[src/hdl/lcd_window_write_sequencer_macros.svh]
// Assertion macros for the display window write sequencer.
// Included by the top level; no other dependencies.
`ifndef LCD_WINDOW_WRITE_SEQUENCER_MACROS_SVH
`define LCD_WINDOW_WRITE_SEQUENCER_MACROS_SVH

// Same-cycle implication, checked at every rising edge out of reset.
`define LCDWS_ASSERT_NOW(label, clk_sig, rstn_sig, ante, cons, msg) \
	label: assert property (@(posedge clk_sig) disable iff (!rstn_sig) (ante) |-> (cons)) \
		else $error(msg);

// Next-cycle implication, checked at every rising edge out of reset.
`define LCDWS_ASSERT_NEXT(label, clk_sig, rstn_sig, ante, cons, msg) \
	label: assert property (@(posedge clk_sig) disable iff (!rstn_sig) (ante) |=> (cons)) \
		else $error(msg);

`endif

[src/hdl/lcdws_pkg.sv]
// Shared types and constants of the display window write sequencer.
// Used by every module of the block; depends on nothing.
`default_nettype none

package lcdws_pkg;

	localparam int unsigned MAX_SIDE_DEFAULT    = 320;
	localparam int unsigned QUEUE_DEPTH_DEFAULT = 4;

	localparam logic [7:0]  OP_COLS = 8'h2A;
	localparam logic [7:0]  OP_ROWS = 8'h2B;
	localparam logic [7:0]  OP_MEMW = 8'h2C;
	localparam logic [16:0] CNT_MAX = 17'h1FFFF;

	localparam logic [8:0]  WIDTH_RESET  = 9'd240;
	localparam logic [8:0]  HEIGHT_RESET = 9'd320;

	typedef enum logic [1:0] {
		CMD_TICK = 2'd0,
		CMD_FILL = 2'd1,
		CMD_DRAW = 2'd2,
		CMD_NONE = 2'd3
	} cmd_t;

	typedef enum logic [1:0] {
		REG_WIDTH   = 2'd0,
		REG_HEIGHT  = 2'd1,
		REG_COL_OFF = 2'd2,
		REG_ROW_OFF = 2'd3
	} reg_idx_t;

	typedef enum logic [1:0] {
		JOB_DRAW  = 2'd0,
		JOB_FILL  = 2'd1,
		JOB_PIXEL = 2'd2
	} job_kind_t;

	typedef enum logic [3:0] {
		ST_COL_CMD  = 4'd0,
		ST_COL_S_HI = 4'd1,
		ST_COL_S_LO = 4'd2,
		ST_COL_E_HI = 4'd3,
		ST_COL_E_LO = 4'd4,
		ST_ROW_CMD  = 4'd5,
		ST_ROW_S_HI = 4'd6,
		ST_ROW_S_LO = 4'd7,
		ST_ROW_E_HI = 4'd8,
		ST_ROW_E_LO = 4'd9,
		ST_MEMW     = 4'd10,
		ST_PIX_HI   = 4'd11,
		ST_PIX_LO   = 4'd12
	} step_t;

	// One unit of work for the byte sequencer.
	typedef struct packed {
		job_kind_t   kind;
		logic [15:0] col_start;
		logic [15:0] col_end;
		logic [15:0] row_start;
		logic [15:0] row_end;
		logic [15:0] color;
		logic        cs_rel;
	} job_t;

	typedef struct packed {
		logic [7:0] data;
		logic       is_data;
		logic       cs_rel;
		logic       last;
	} byte_t;

endpackage

`default_nettype wire

[src/hdl/lcd_window_write_sequencer.sv]
// Top level of the display window write sequencer: register port, front end,
// job queue and byte sequencer. Depends on lcdws_pkg and the assertion macros.
//
//   Channel   Handshake            Payload
//   input     push / full          command, x_coord, y_coord, pixel_color
//   result    empty / pop          out_byte, is_data, select_release, last
//   config    psel/penable/pwrite  paddr, pwdata, prdata (pready tied high)
//
// A command is classified in the cycle of its transfer; a loaded job passes from
// the job and step registers to the output register, and bytes leave at one per
// cycle while popped. A draw sends 13 bytes, a fill header 11, a tick pixel 2;
// the byte sequencer sets the pace. Rejected commands are taken but produce nothing.
// Reset clears the fill counter, the queue and the sequencer; no clearing pass.
// full rises only when the job queue is full, which a stalled result can cause.
`default_nettype none

`include "lcd_window_write_sequencer_macros.svh"

module lcd_window_write_sequencer #(
	parameter int unsigned MAX_SIDE    = lcdws_pkg::MAX_SIDE_DEFAULT,
	parameter int unsigned QUEUE_DEPTH = lcdws_pkg::QUEUE_DEPTH_DEFAULT
) (
	input  wire logic        clk,
	input  wire logic        arst_n,
	input  wire logic        push,
	output logic             full,
	input  wire logic [1:0]  command,
	input  wire logic [15:0] x_coord,
	input  wire logic [15:0] y_coord,
	input  wire logic [15:0] pixel_color,
	output logic             empty,
	input  wire logic        pop,
	output logic [7:0]       out_byte,
	output logic             is_data,
	output logic             select_release,
	output logic             last,
	input  wire logic        psel,
	input  wire logic        penable,
	input  wire logic        pwrite,
	input  wire logic [3:0]  paddr,
	input  wire logic [31:0] pwdata,
	output logic [31:0]      prdata,
	output logic             pready
);

	logic [8:0]           width_q;
	logic [8:0]           height_q;
	logic [15:0]          col_off_q;
	logic [15:0]          row_off_q;
	lcdws_pkg::reg_idx_t  reg_idx;
	logic                 cfg_write;
	logic                 accept;
	logic                 job_push;
	lcdws_pkg::job_t      job;
	logic                 fill_pending;
	logic                 q_empty;
	logic                 q_pop;
	lcdws_pkg::job_t      q_data;
	lcdws_pkg::byte_t     result;

	assign pready    = 1'b1;
	assign reg_idx   = lcdws_pkg::reg_idx_t'(paddr[3:2]);
	assign cfg_write = psel && penable && pwrite && pready;

	always_ff @(posedge clk or negedge arst_n) begin
		if (!arst_n) begin
			width_q   <= lcdws_pkg::WIDTH_RESET;
			height_q  <= lcdws_pkg::HEIGHT_RESET;
			col_off_q <= '0;
			row_off_q <= '0;
		end else if (cfg_write) begin
			unique case (reg_idx)
				lcdws_pkg::REG_WIDTH:   width_q   <= pwdata[8:0];
				lcdws_pkg::REG_HEIGHT:  height_q  <= pwdata[8:0];
				lcdws_pkg::REG_COL_OFF: col_off_q <= pwdata[15:0];
				lcdws_pkg::REG_ROW_OFF: row_off_q <= pwdata[15:0];
				default: begin
				end
			endcase
		end
	end

	always_comb begin
		unique case (reg_idx)
			lcdws_pkg::REG_WIDTH:   prdata = {23'd0, width_q};
			lcdws_pkg::REG_HEIGHT:  prdata = {23'd0, height_q};
			lcdws_pkg::REG_COL_OFF: prdata = {16'd0, col_off_q};
			lcdws_pkg::REG_ROW_OFF: prdata = {16'd0, row_off_q};
			default:                prdata = '0;
		endcase
	end

	assign accept = push && !full;

	lcdws_front #(
		.MAX_SIDE (MAX_SIDE)
	) u_front (
		.clk           (clk),
		.arst_n        (arst_n),
		.accept        (accept),
		.command       (command),
		.x_coord       (x_coord),
		.y_coord       (y_coord),
		.pixel_color   (pixel_color),
		.panel_width   (width_q),
		.panel_height  (height_q),
		.column_offset (col_off_q),
		.row_offset    (row_off_q),
		.job_push      (job_push),
		.job           (job),
		.fill_pending  (fill_pending)
	);

	lcdws_queue #(
		.DEPTH (QUEUE_DEPTH)
	) u_queue (
		.clk       (clk),
		.arst_n    (arst_n),
		.push      (job_push),
		.push_data (job),
		.full      (full),
		.pop       (q_pop),
		.pop_data  (q_data),
		.empty     (q_empty)
	);

	lcdws_back u_back (
		.clk     (clk),
		.arst_n  (arst_n),
		.q_empty (q_empty),
		.q_data  (q_data),
		.q_pop   (q_pop),
		.empty   (empty),
		.pop     (pop),
		.result  (result)
	);

	assign out_byte       = result.data;
	assign is_data        = result.is_data;
	assign select_release = result.cs_rel;
	assign last           = result.last;

	// Every command byte ends with chip select raised.
	`LCDWS_ASSERT_NOW(a_cmd_releases, clk, arst_n, !empty && !is_data, select_release, "command byte without chip select release")
	// The only command byte that can close a transfer group is the memory write.
	`LCDWS_ASSERT_NOW(a_last_cmd_memw, clk, arst_n, !empty && last && !is_data, out_byte == lcdws_pkg::OP_MEMW, "last command byte is not memory write")
	// A fill command that arrives during a pending fill leaves the fill pending.
	`LCDWS_ASSERT_NEXT(a_fill_ignored, clk, arst_n, accept && fill_pending && (command == lcdws_pkg::CMD_FILL), fill_pending, "pending fill lost on ignored fill command")

endmodule

`default_nettype wire

[src/hdl/lcdws_front.sv]
// Front end: takes commands, checks them against the panel and the fill state,
// and builds jobs for the byte sequencer. Depends on lcdws_pkg.
`default_nettype none

module lcdws_front #(
	parameter int unsigned MAX_SIDE = lcdws_pkg::MAX_SIDE_DEFAULT
) (
	input  wire logic              clk,
	input  wire logic              arst_n,
	input  wire logic              accept,
	input  wire logic [1:0]        command,
	input  wire logic [15:0]       x_coord,
	input  wire logic [15:0]       y_coord,
	input  wire logic [15:0]       pixel_color,
	input  wire logic [8:0]        panel_width,
	input  wire logic [8:0]        panel_height,
	input  wire logic [15:0]       column_offset,
	input  wire logic [15:0]       row_offset,
	output logic                   job_push,
	output lcdws_pkg::job_t        job,
	output logic                   fill_pending
);

	logic [16:0]         remaining_q;
	logic [15:0]         fill_color_q;
	logic [16:0]         remaining_d;
	logic [15:0]         fill_color_d;
	logic [8:0]          w_eff;
	logic [8:0]          h_eff;
	logic [15:0]         w16;
	logic [15:0]         h16;
	logic [17:0]         area;
	logic [16:0]         area_sat;
	logic                job_valid;
	lcdws_pkg::cmd_t     cmd;

	assign fill_pending = (remaining_q != 17'd0);

	always_comb begin
		w_eff    = (32'(panel_width) > MAX_SIDE) ? 9'(MAX_SIDE) : panel_width;
		h_eff    = (32'(panel_height) > MAX_SIDE) ? 9'(MAX_SIDE) : panel_height;
		w16      = {7'd0, w_eff};
		h16      = {7'd0, h_eff};
		area     = 18'(w_eff) * 18'(h_eff);
		area_sat = (area > {1'b0, lcdws_pkg::CNT_MAX}) ? lcdws_pkg::CNT_MAX : area[16:0];
		cmd      = lcdws_pkg::cmd_t'(command);

		job_valid    = 1'b0;
		job          = '0;
		remaining_d  = remaining_q;
		fill_color_d = fill_color_q;

		unique case (cmd)
			lcdws_pkg::CMD_TICK: begin
				if (fill_pending) begin
					job_valid   = 1'b1;
					job.kind    = lcdws_pkg::JOB_PIXEL;
					job.color   = fill_color_q;
					job.cs_rel  = (remaining_q == 17'd1);
					remaining_d = remaining_q - 17'd1;
				end
			end
			lcdws_pkg::CMD_FILL: begin
				if (!fill_pending) begin
					// A zero-sized panel still sends the header; the end address wraps.
					job_valid     = 1'b1;
					job.kind      = lcdws_pkg::JOB_FILL;
					job.col_start = column_offset;
					job.col_end   = w16 - 16'd1 + column_offset;
					job.row_start = row_offset;
					job.row_end   = h16 - 16'd1 + row_offset;
					remaining_d   = area_sat;
					fill_color_d  = pixel_color;
				end
			end
			lcdws_pkg::CMD_DRAW: begin
				if (!fill_pending && (x_coord < w16) && (y_coord < h16)) begin
					job_valid     = 1'b1;
					job.kind      = lcdws_pkg::JOB_DRAW;
					job.col_start = x_coord + column_offset;
					job.col_end   = x_coord + column_offset;
					job.row_start = y_coord + row_offset;
					job.row_end   = y_coord + row_offset;
					job.color     = pixel_color;
					job.cs_rel    = 1'b1;
				end
			end
			default: begin
			end
		endcase
	end

	assign job_push = accept && job_valid;

	always_ff @(posedge clk or negedge arst_n) begin
		if (!arst_n) begin
			remaining_q  <= '0;
			fill_color_q <= '0;
		end else if (accept) begin
			remaining_q  <= remaining_d;
			fill_color_q <= fill_color_d;
		end
	end

endmodule

`default_nettype wire

[src/hdl/lcdws_queue.sv]
// Short register queue of jobs between the front end and the byte sequencer.
// Depends on lcdws_pkg for the job type.
`default_nettype none

module lcdws_queue #(
	parameter int unsigned DEPTH = lcdws_pkg::QUEUE_DEPTH_DEFAULT
) (
	input  wire logic              clk,
	input  wire logic              arst_n,
	input  wire logic              push,
	input  wire lcdws_pkg::job_t   push_data,
	output logic                   full,
	input  wire logic              pop,
	output lcdws_pkg::job_t        pop_data,
	output logic                   empty
);

	localparam int unsigned PW = (DEPTH > 1) ? $clog2(DEPTH) : 1;
	localparam int unsigned CW = $clog2(DEPTH + 1);

	lcdws_pkg::job_t  mem_q [DEPTH];
	logic [PW-1:0]    wr_ptr_q;
	logic [PW-1:0]    rd_ptr_q;
	logic [CW-1:0]    count_q;
	logic             do_push;
	logic             do_pop;

	assign full     = (count_q == CW'(DEPTH));
	assign empty    = (count_q == '0);
	assign do_push  = push && !full;
	assign do_pop   = pop && !empty;
	assign pop_data = mem_q[rd_ptr_q];

	always_ff @(posedge clk) begin
		if (do_push) begin
			mem_q[wr_ptr_q] <= push_data;
		end
	end

	always_ff @(posedge clk or negedge arst_n) begin
		if (!arst_n) begin
			wr_ptr_q <= '0;
			rd_ptr_q <= '0;
			count_q  <= '0;
		end else begin
			if (do_push) begin
				wr_ptr_q <= (wr_ptr_q == PW'(DEPTH - 1)) ? '0 : wr_ptr_q + PW'(1);
			end
			if (do_pop) begin
				rd_ptr_q <= (rd_ptr_q == PW'(DEPTH - 1)) ? '0 : rd_ptr_q + PW'(1);
			end
			if (do_push && !do_pop) begin
				count_q <= count_q + CW'(1);
			end else if (do_pop && !do_push) begin
				count_q <= count_q - CW'(1);
			end
		end
	end

endmodule

`default_nettype wire

[src/hdl/lcdws_back.sv]
// Byte sequencer: walks one job at a time through its bytes and holds the
// waiting result in an output register. Depends on lcdws_pkg.
`default_nettype none

module lcdws_back (
	input  wire logic              clk,
	input  wire logic              arst_n,
	input  wire logic              q_empty,
	input  wire lcdws_pkg::job_t   q_data,
	output logic                   q_pop,
	output logic                   empty,
	input  wire logic              pop,
	output lcdws_pkg::byte_t       result
);

	logic                busy_q;
	lcdws_pkg::job_t     cur_q;
	lcdws_pkg::step_t    step_q;
	logic                out_valid_q;
	lcdws_pkg::byte_t    out_q;
	lcdws_pkg::byte_t    nxt;
	logic                advance;
	logic                at_last;
	logic                load;

	assign advance = busy_q && (!out_valid_q || pop);
	assign at_last = (cur_q.kind == lcdws_pkg::JOB_FILL) ? (step_q == lcdws_pkg::ST_MEMW)
							     : (step_q == lcdws_pkg::ST_PIX_LO);
	// The next job is taken in the same cycle the last byte of the current one is written to the output register.
	assign load    = !q_empty && (!busy_q || (advance && at_last));
	assign q_pop   = load;
	assign empty   = !out_valid_q;
	assign result  = out_q;

	always_comb begin
		nxt      = '0;
		nxt.last = at_last;
		unique case (step_q)
			lcdws_pkg::ST_COL_CMD: begin
				nxt.data   = lcdws_pkg::OP_COLS;
				nxt.cs_rel = 1'b1;
			end
			lcdws_pkg::ST_COL_S_HI: begin
				nxt.data    = cur_q.col_start[15:8];
				nxt.is_data = 1'b1;
			end
			lcdws_pkg::ST_COL_S_LO: begin
				nxt.data    = cur_q.col_start[7:0];
				nxt.is_data = 1'b1;
			end
			lcdws_pkg::ST_COL_E_HI: begin
				nxt.data    = cur_q.col_end[15:8];
				nxt.is_data = 1'b1;
			end
			lcdws_pkg::ST_COL_E_LO: begin
				nxt.data    = cur_q.col_end[7:0];
				nxt.is_data = 1'b1;
				nxt.cs_rel  = 1'b1;
			end
			lcdws_pkg::ST_ROW_CMD: begin
				nxt.data   = lcdws_pkg::OP_ROWS;
				nxt.cs_rel = 1'b1;
			end
			lcdws_pkg::ST_ROW_S_HI: begin
				nxt.data    = cur_q.row_start[15:8];
				nxt.is_data = 1'b1;
			end
			lcdws_pkg::ST_ROW_S_LO: begin
				nxt.data    = cur_q.row_start[7:0];
				nxt.is_data = 1'b1;
			end
			lcdws_pkg::ST_ROW_E_HI: begin
				nxt.data    = cur_q.row_end[15:8];
				nxt.is_data = 1'b1;
			end
			lcdws_pkg::ST_ROW_E_LO: begin
				nxt.data    = cur_q.row_end[7:0];
				nxt.is_data = 1'b1;
				nxt.cs_rel  = 1'b1;
			end
			lcdws_pkg::ST_MEMW: begin
				nxt.data   = lcdws_pkg::OP_MEMW;
				nxt.cs_rel = 1'b1;
			end
			lcdws_pkg::ST_PIX_HI: begin
				nxt.data    = cur_q.color[15:8];
				nxt.is_data = 1'b1;
			end
			lcdws_pkg::ST_PIX_LO: begin
				nxt.data    = cur_q.color[7:0];
				nxt.is_data = 1'b1;
				nxt.cs_rel  = cur_q.cs_rel;
			end
			default: begin
			end
		endcase
	end

	always_ff @(posedge clk or negedge arst_n) begin
		if (!arst_n) begin
			busy_q      <= 1'b0;
			step_q      <= lcdws_pkg::ST_COL_CMD;
			out_valid_q <= 1'b0;
		end else begin
			if (load) begin
				busy_q <= 1'b1;
				step_q <= (q_data.kind == lcdws_pkg::JOB_PIXEL) ? lcdws_pkg::ST_PIX_HI
									       : lcdws_pkg::ST_COL_CMD;
			end else if (advance && at_last) begin
				busy_q <= 1'b0;
			end else if (advance) begin
				step_q <= lcdws_pkg::step_t'(step_q + 4'd1);
			end

			if (advance) begin
				out_valid_q <= 1'b1;
			end else if (pop) begin
				out_valid_q <= 1'b0;
			end
		end
	end

	always_ff @(posedge clk) begin
		if (load) begin
			cur_q <= q_data;
		end
		if (advance) begin
			out_q <= nxt;
		end
	end

endmodule

`default_nettype wire
[config.mk]
export PLATFORM = sky130hd
export DESIGN_NAME = lcd_window_write_sequencer
export DESIGN_NICKNAME = d
export VERILOG_FILES = /design/src/hdl/lcdws_pkg.sv /design/src/hdl/lcd_window_write_sequencer.sv /design/src/hdl/lcdws_front.sv /design/src/hdl/lcdws_queue.sv /design/src/hdl/lcdws_back.sv
export VERILOG_INCLUDE_DIRS = /design/src /design/src/hdl
export SDC_FILE = /design/constraint.sdc
export NUM_CORES = 1
export LEC_CHECK = 0
export BUFFER_PORTS_ARGS = -buffer_cell sky130_fd_sc_hd__buf_4
export CORE_MARGIN = 5
export CORE_UTILIZATION = 40
export DETAILED_ROUTE_END_ITERATION = 8
export HOLD_SLACK_MARGIN = 0.05
export PLACE_DENSITY = 0.59
export SETUP_SLACK_MARGIN = 0.02
export SLEW_MARGIN = 20
export SYNTH_ARGS = -nofsm -noshare
export SYNTH_HDL_FRONTEND = slang
export SYNTH_HIERARCHICAL = 1
export SYNTH_SLANG_ARGS = --single-unit
[constraint.sdc]
create_clock -name clk -period 19.8 [get_ports clk]
set_input_delay 1.98 -clock clk [delete_from_list [all_inputs] [get_ports clk]]
set_output_delay 1.98 -clock clk [all_outputs]
set_load 0.01 [all_outputs]
* Yosys cells after proc, flatten, opt, wreduce, memory -nomap -nowiden
Memories as Yosys holds them, arrays and structs flattened. Cells that the tools add are included.
Operators by class: equal/unequal tests 26, bitwise operators 1, add/sub/neg operators 12, reductions and logical operators 41, mux-type cells 36, $lt $le $gt $ge 5, multiply operators 1
Operators with widths (number):
- 32-bit one-hot mux with 4 select lines | 1
- 64-bit one-hot mux with 2 select lines | 1
- 8-bit one-hot mux with 13 select lines | 1
- 81-bit 2-to-1 mux | 1
- 17-bit 2-to-1 mux | 4
- 17-bit one-hot mux with 2 select lines | 2
- 65-bit 2-to-1 mux | 1
- 16-bit adder | 4
- 16-bit by 9-bit < comparator with 1-bit output | 2
- 4-bit equality test (second input constant) | 5
- 9-bit by 1-bit subtractor with 10-bit output (second input constant) | 2
- 18-bit by 17-bit > comparator with 1-bit output (second input constant) | 1
- 9-bit > comparator (second input constant) | 2
- 9-bit by 9-bit multiplier with 18-bit output | 1
- 9-bit 2-to-1 mux | 2
- 17-bit by 1-bit equality test with 1-bit output (second input constant) | 1
- 17-bit nonzero test | 1
- 17-bit by 1-bit subtractor with 17-bit output (second input constant) | 1
- 4-bit by 3-bit equality test with 1-bit output (second input constant) | 4
- 4-bit 2-to-1 mux | 4
- 1-bit logical AND | 13
- 2-bit equality test (second input constant) | 6
- 1-bit 2-to-1 mux | 11
- 2-bit AND reduction | 5
- other kinds (26) | 46
Word-level totals: output and inout port bits 46, memories kept 1, memory bits (writable) 332, register bits 190, word-level logic and storage cells 146
Memory list:
- u_queue.mem_q | depth 4, width 83, read ports 1, clocked after memory_dff 0, write ports 1, RTL line lcdws_queue.sv:21 | lcdws_pkg::job_t mem_q [DEPTH];

* Depth between registers and ports, before layout
Gate-level depths: netlist of run 1.
depth after elaboration 13, mapped depth 25, mapped depth without buffers 24

* Hierarchy
The synthesis of run 1 kept the hierarchy.
Modules (own cells, without submodules):
- lcdws_queue | times used 1, sequential area each 10144.7 µm², cells each 471, area each 12469.5 µm²
- lcdws_front | times used 1, sequential area each 825.8 µm², cells each 1108, area each 8580.7 µm²
- lcdws_back | times used 1, sequential area each 2972.9 µm², cells each 261, area each 4015.1 µm²
- lcd_window_write_sequencer | times used 1, sequential area each 1258.7 µm², cells each 156, area each 2443.6 µm²

* Least setup slack after synthesis of run 1
No wires, ideal clock.
kind input to register, from input port pop, to register u_queue.count_q[1], arrival 7.386 ns, stages 8, setup time 0.125 ns, path slack 12.289 ns, cell sequence nand2b_1 > a21boi_1 > nor2_1 > o31ai_2 > ha_1 > inv_1 > fa_1 > mux2_2
On the way: word-level cells in the longest chain between the ends 9, elaborated cells between the ends (all ways) 11
Ends and longest elaborated chain:
- start, declared | RTL line lcd_window_write_sequencer.sv:32 | input wire logic pop,
- 1-bit logical OR (*) | RTL line lcdws_back.sv:26 | assign advance = busy_q && (!out_valid_q || pop);
- 1-bit logical AND (*) | RTL line lcdws_back.sv:26
- 1-bit logical AND (*) | RTL line lcdws_back.sv:30 | assign load = !q_empty && (!busy_q || (advance && at_last));
- 1-bit logical OR (*) | RTL line lcdws_back.sv:30
- 1-bit logical AND (*) | RTL line lcdws_back.sv:30
- named net q_pop | RTL line lcd_window_write_sequencer.sv:57 | logic q_pop;
- 1-bit logical AND (*) | RTL line lcdws_queue.sv:31 | assign do_pop = pop && !empty;
- 1-bit logical NOT | RTL line lcdws_queue.sv:52 | if (do_push && !do_pop) begin
- 1-bit logical AND | RTL line lcdws_queue.sv:52
- 3-bit 2-to-1 mux / 2-bit nonzero test (equally long branches)
- end signal, assigned | RTL line lcdws_queue.sv:53 | count_q <= count_q + CW'(1);
- end signal, assigned | RTL line lcdws_queue.sv:55 | count_q <= count_q - CW'(1);
- end, declared | RTL line lcdws_queue.sv:24 | logic [CW-1:0] count_q;
The timed path passes the listed nets; every way through them passes the cells marked *. A chain may end at the register's enable or synchronous reset.

* Final worst setup path of run 1
from register width_q[2], to register u_front.remaining_q[13]
On the way: word-level cells in the longest chain between the ends 7
Ends and longest elaborated chain:
- start, declared | RTL line lcd_window_write_sequencer.sv:46 | logic [8:0] width_q;
- start signal, assigned | RTL line lcd_window_write_sequencer.sv:67 | width_q <= lcdws_pkg::WIDTH_RESET;
- start signal, assigned | RTL line lcd_window_write_sequencer.sv:73 | lcdws_pkg::REG_WIDTH: width_q <= pwdata[8:0];
- 9-bit > comparator | RTL line lcdws_front.sv:40 | w_eff = (32'(panel_width) > MAX_SIDE) ? 9'(MAX_SIDE) : panel_width;
- 9-bit 2-to-1 mux (*) | RTL line lcdws_front.sv:40
- 9-bit by 9-bit multiplier with 18-bit output (*) | RTL line lcdws_front.sv:44 | area = 18'(w_eff) * 18'(h_eff);
- 18-bit by 17-bit > comparator with 1-bit output | RTL line lcdws_front.sv:45 | area_sat = (area > {1'b0, lcdws_pkg::CNT_MAX}) ? lcdws_pkg::CNT_MAX : area[16:0];
- 17-bit 2-to-1 mux (*) | RTL line lcdws_front.sv:45
- 17-bit 2-to-1 mux (*) | RTL line lcdws_front.sv:64 | if (!fill_pending) begin
- 17-bit one-hot mux with 2 select lines (*) | RTL line lcdws_front.sv:53 | unique case (cmd)
- end signal, assigned | RTL line lcdws_front.sv:100 | remaining_q <= remaining_d;
- end, declared | RTL line lcdws_front.sv:24 | logic [16:0] remaining_q;
Mark *: on every way between the ends. The rest lies on a longest branch, timed or not. The select of a mux whose other input is x is not followed.

==> results.toml, run 1 <==
[timing]
worst_pin_slew_ps = 1158
post-route-period-util_pct = 37.18
report.final.slew_viol_count = 0
fin_worst_skew_ps = 66.32
setup_viol = 0
setup-tns-final_ps = 0
min_period_ps = 7363
relSlewSlack_pct = 22.14
rsz0062_at_grt = "false"
finalHoldViolCount = 0
fin_hold_ws_ps = 500.4
max_freq_ghz = 0.1358

[yosys]
ys_warn_count = 6
syn_area_mm2 = 0.02751
ys_seq_elements = 522
synthArstFlopShare_pct = 18.39
synthCells = 1996
synthFlopType = "edfxtp_1"
ys_seq_area_share_pct = 55.26
synth.avg_cell_area_um2 = 13.78
synth-edff-count = 426
synth.distinct_cells = 91

[place]
numPortBuffers = 103
place_inst = 2924
gp_congestion = 0.9049
hpwl_um = 49560

[cts]
cts.repair.resized = 0
cts_hold_buf = 0
htree_levels = 2
post_cts_buffers = 0
clock-root-buffer = "clkbuf_16"
cts_tree = "yes"
clk_pin_slew_ps = 60
cts.sinks = 522
clkLatencyLatePin_ps = 640
clock_path_buffers = 3
cts-buffers-inserted = 55

[grt]
grt_start_max_net_pins = 68
grtUsageTotal_pct = 18.70
grt_overflow = 0
grt_pass1_vias = 17490
antenna_found_initial = 1
grt_pass1_wl_um = 107500

[routing]
drc = 0
first_pass_iters = 5
num_vias = 17000
wirelength_um = 70050
postRouteAntennaNets = 0
dr.first_iter.drc_count = 1284
wl_per_cell_um = 23.13
vias_per_cell = 5.613

[die]
dieWidth_um = 272.2
fp-row-count = 96
die_area_mm2 = 0.07412
initial_core_util_pct = 40.25
coreArea_mm2 = 0.06835
die_y_um = 272.2
io_pins = 139

[hold_path]
hold_class = "flip-flop to flip-flop"

[layout]
stdcell_count = 3029
syn2layout_area_growth_pct = 12.19
final_nets = 2380
final_layout_size_suffix_gt1_share_pct = 19.49

[setup_path]
crit_arrival_ps = 7790
critPathRequiredTime_ps = 20220
critPathLaunchType = "flip-flop"
path_class = "flip-flop to flip-flop"
endpoint_kind = "flip-flop"
cp_max_fo = 12

[outcome]
status = "complete, no violations"

[power]
leakagePower_nw = 11.87
vdd_drop_max_v = 0.00006733
p_total_mw = 3.847
powerDensity_mw_per_mm2 = 124.6

[job]
cap_violations = 0
## registers in the layout, summed over array words and instances, names as in the netlist
signal and flops:
u_queue/wr_ptr_q 2, u_front/fill_color_q 16, height_q 9, u_queue/count_q 3
width_q 9, u_back/result 11, u_queue/mem_q 332, u_back/step_q 4
col_off_q 16, u_back/cur_q 83, u_back/busy_q 1, u_queue/rd_ptr_q 2
u_back/out_valid_q 1, row_off_q 16, u_front/remaining_q 17
## placed cells by master (no fill, tap or decap), types with 24 or more instances in the layout
cell type,instances
a21o_1,24
nor2_1,120
ha_1,132
o21ai_0,55
a21oi_1,69
xnor2_1,46
inv_1,112
mux2_2,65
nand3_1,48
nand2_1,126
clkbuf_16,55
edfxtp_1,426
o21a_1,28
a21boi_0,33
buf_4,129
nor2b_1,26
xor2_1,28
dfrtp_1,88
nor3_1,34
mux4_2,93
fa_1,55
## logic make-up after synthesis
kind of cell / share of synthesized area, %
compound gates: 9.129
fa+ha+maj: 10.01
buf+inv: 3.921
simple gates: 7.960
flops: 55.26
mux: 11.34
other cells: 0.02730
xor+xnor: 2.356
## synth_stat cells (all sizes together), types with 7 or more instances
cell type  number  area [um2]
edfxtp        426       12790
ha            132        1652
nand2         126       473.0
nor2          122       465.5
inv           115       431.7
mux4           93        2095
dfrtp          90        2252
mux2           77       904.6
a21oi          69       345.3
buf            63       500.5
o21ai          58       290.3
fa             55        1101
nand3          51       270.3
xnor2          46       402.9
clkbuf         35       131.4
nor3           35       180.2
a21boi         34       255.3
o21a           29       217.7
xor2           28       245.2
nor2b          26       162.7
a21o           24       180.2
a22o           19       166.4
and2           16       100.1
o211ai         16       120.1
a22oi          13       97.59
mux2i          12       120.1
nand2b         12       75.07
a31oi          11       68.82
o22ai          11       68.82
or3            11       73.82
nand4          10       62.56
o31ai          10       80.07
and3            9       61.31
o21bai          9       67.56
a221oi          8       76.32
a211oi          7       52.55
nor4            7       58.81
## through the flow
step                util [%]  area, um2  setup WS [ps]
finish                 45.16      30860          12440
global route           45.15      30860          11840
CTS                    45.11      30830          12500
detailed placement     42.48      29030          12560
global placement       42.48      29030          12520
floorplan                  -      27570          12290
## final cells by class
cell class	instances	area, um2
fillers	6002	37480
flip-flops and latches	522	15210
multi-input cells	1272	11300
clock buffers	66	1428
well taps	882	1104
repair buffers	130	996.0
inverters	119	446.7
clock inverters	36	370.4
diodes	2	5.005
## routing by layer
| metal | track usage [%] | share of wire (%) | vias to the layer above |
|---|---|---|---|
| li1 | - | - | 7725 |
| met2 | 30.91 | 49 | 486 |
| met5 | 0 | 0 | - |
| met1 | 26.27 | 44 | 8699 |
| met4 | 4.963 | 2.5 | 0 |
| met3 | 2.519 | 4.9 | 92 |
## where the power goes
group / switching, mW / leakage [nW] / total (mW) / internal (mW)
logic: 0.781 / 5.65 / 1.38 / 0.604
registers: 0.132 / 5.36 / 1.45 / 1.32
clock network: 0.436 / 0.858 / 1.01 / 0.572
total: 1.35 / 11.9 / 3.85 / 2.50
## worst paths after layout
path | end | from | slack (ps) | cells past startpoint
max in group asynchronous | col_off_q[2] | arst_n | 17170 | 2
worst max register to register | u_front/remaining_q[13] | width_q[2] | 12440 | 22
worst min register to register | u_front/remaining_q[16] | u_front/remaining_q[16] | 500 | 2
min in group asynchronous | u_back/step_q[2] | arst_n | 1280 | 1
worst min-delay path | u_front/remaining_q[16] | u_front/remaining_q[16] | 500 | 2
worst max-delay path | u_front/remaining_q[13] | width_q[2] | 12440 | 22
## critical path, cell delays in order (launching register included)
cell and delay, ps:
dfrtp_1 510, or3_1 420, or4_1 510, a21o_1 220, nand2_1 190, and2_1 260, inv_1 220, nor2_1 230
fa_1 460, fa_1 530, fa_1 550, inv_1 50, fa_1 530, inv_1 40, ha_1 300, o21a_1 160
nor2_1 60, o31ai_1 360, o21ai_0 170, a21oi_1 190, xnor2_1 280, nor3_1 710, a221oi_1 210
Note: power is estimated with default switching activity, not from simulation.
==> inputs of run 2 (changes only) <==
--- a/config.mk
+++ b/config.mk
@@ -11,7 +11,7 @@
 export CORE_UTILIZATION = 40
 export DETAILED_ROUTE_END_ITERATION = 8
 export HOLD_SLACK_MARGIN = 0.05
-export PLACE_DENSITY = 0.59
+export PLACE_DENSITY = 0.61
 export SETUP_SLACK_MARGIN = 0.02
 export SLEW_MARGIN = 20
 export SYNTH_ARGS = -nofsm -noshare
==> constraint.sdc (replaced) <==
create_clock -name clk -period 6.3 [get_ports clk]
set_input_delay 0.63 -clock clk [delete_from_list [all_inputs] [get_ports clk]]
set_output_delay 0.63 -clock clk [all_outputs]
set_load 0.01 [all_outputs]
==> run 2 against run 1 <==
Hold slack got worse by 270 ps. Core utilization rose by 0.69 points. Via count rose by 0.48%. Register-to-register slack got worse by 12000 ps. Sequential share of layout area fell by 0.74 points. Global-route usage fell by 0.29 points. First-iteration DRC count fell by 12%. Sequential cell count did not move. Power rose to 3.2 times the previous value. Fmax rose by 23%. Count of clock-buffer cells in the layout rose by 4. Clock skew rose by 2.6 ps.
==> results.toml, run 2 (same netlist as run 1, synthesis figures left out) <==
[place]
gp_congestion = 0.8973
numPortBuffers = 103
hpwl_um = 50420
place_inst = 2968

[timing]
min_period_ps = 5977
rsz0062_at_grt = "true"
fin_worst_skew_ps = 68.96
report.final.slew_viol_count = 0
relSlewSlack_pct = 25.65
setup_viol = 0
finalHoldViolCount = 0
post-route-period-util_pct = 94.87
max_freq_ghz = 0.1673
worst_pin_slew_ps = 1105

[die]
coreArea_mm2 = 0.06835
io_pins = 139
dieWidth_um = 272.2
initial_core_util_pct = 40.25
die_area_mm2 = 0.07412
die_y_um = 272.2
fp-row-count = 96

[grt]
grtUsageTotal_pct = 18.41
grt_overflow = 0
grt_start_max_net_pins = 64
grt_pass1_vias = 17400
antenna_found_initial = 0
grt_pass1_wl_um = 105300

[cts]
clock_path_buffers = 3
clkLatencyLatePin_ps = 640
cts_tree = "yes"
post_cts_buffers = 0
clock-root-buffer = "clkbuf_16"
cts-buffers-inserted = 54
htree_levels = 2
clk_pin_slew_ps = 70
cts.sinks = 522

[layout]
final_nets = 2423
layout.cells.most_common = "edfxtp_1"
final_layout_size_suffix_gt1_share_pct = 21.15
largest_reg_flops = 332
regMostFlops = "u_queue/mem_q"
stdcell_count = 3073
mostFrequentLayoutCells = "edfxtp_1, buf_4, ha_1, nand2_1, nor2_1"
syn2layout_area_growth_pct = 13.90
reg_top3 = "u_queue/mem_q (332), u_back/cur_q (83), u_front/remaining_q (17)"

[routing]
postRouteAntennaNets = 0
drc = 0
first_pass_iters = 5
wirelength_um = 69380
dr.first_iter.drc_count = 1126
vias_per_cell = 5.559
wl_per_cell_um = 22.58
num_vias = 17080

[setup_path]
crit_arrival_ps = 6460
critPathLaunchType = "flip-flop"
endpoint_kind = "flip-flop"
critPathRequiredTime_ps = 6780
cp_max_fo = 8
path_class = "flip-flop to flip-flop"

[job]
cap_violations = 0

[outcome]
status = "complete, no violations"

[power]
vdd_drop_max_v = 0.0002334
p_total_mw = 12.33
leakagePower_nw = 12.15
powerDensity_mw_per_mm2 = 393.6

[hold_path]
hold_class = "input pin to flip-flop"
run 2: path summary, 6_finish.rpt:
check                           depth (start not counted)  slack (ps)                 endpoint               startpoint
worst max-delay path                                   22         320  u_front/remaining_q[12]              height_q[0]
worst min-delay path                                    2         230  u_front/fill_color_q[3]           pixel_color[3]
worst max register to register                         22         320  u_front/remaining_q[12]              height_q[0]
worst min register to register                          2         500  u_front/remaining_q[16]  u_front/remaining_q[16]
max in group asynchronous                               3        4490             row_off_q[7]                   arst_n
min in group asynchronous                               2         500  u_front/fill_color_q[3]                   arst_n
run 2: per-stage QoR:
step / hold slack [ps] / util (%) / TNS (ps) / area, um2 / setup slack, ps
after floorplan: 334.4 / - / 0 / 27570 / 261.7
after global placement: 484.0 / 43.03 / 0 / 29410 / 222.2
after detailed placement: 482.3 / 43.03 / 0 / 29410 / 118.9
after CTS: 193.1 / 45.81 / 0 / 31310 / 37.16
after global routing: 200.4 / 45.84 / -29.95 / 31330 / -29.95
final: 232.1 / 45.84 / 0 / 31330 / 323.5
run 2: what timing repair did:
action                                 CTS  global route
endpoints found under the hold margin   33             0
resized for setup                        0            11
setup endpoints to repair                0            17
hold buffers                             1             0
run 2: worst max-delay path, cell delays in order (launching register included):
cell	delay, ps
dfrtp_1	430
or3_1	440
or4_1	440
nor2_1	110
o21a_2	240
nand2_1	100
fa_1	510
inv_1	60
fa_1	500
inv_1	50
fa_1	460
fa_1	550
inv_1	40
ha_1	310
o21ai_0	130
o21a_1	220
o31ai_2	310
o21ai_1	120
a21oi_1	180
xnor2_1	160
nor3_1	60
buf_4	190
a221oi_1	250
run 2: area by class of cell:
| cell class | instances | area [um2] |
|---|---|---|
| tap | 882 | 1104 |
| clock inverter | 32 | 444.2 |
| sequential | 522 | 15210 |
| fill | 6020 | 37010 |
| clock buffer | 70 | 1441 |
| timing repair buffer | 174 | 1359 |
| multi-input combinational | 1272 | 11320 |
| inverter | 119 | 446.7 |
| antenna | 2 | 5.005 |
run 2: per-layer routing:
metal,up-vias,wire length (um),track usage [%]
met5,-,0,0
met1,8685,29890,25.10
met2,476,33180,30.01
met3,115,4018,3.480
li1,7808,-,-
met4,0,2290,5.977
run 2: report_power, final:
| group | internal [mW] | switching, mW |
|---|---|---|
| logic | 1.98 | 2.52 |
| clock network | 1.96 | 1.35 |
| registers | 4.15 | 0.373 |
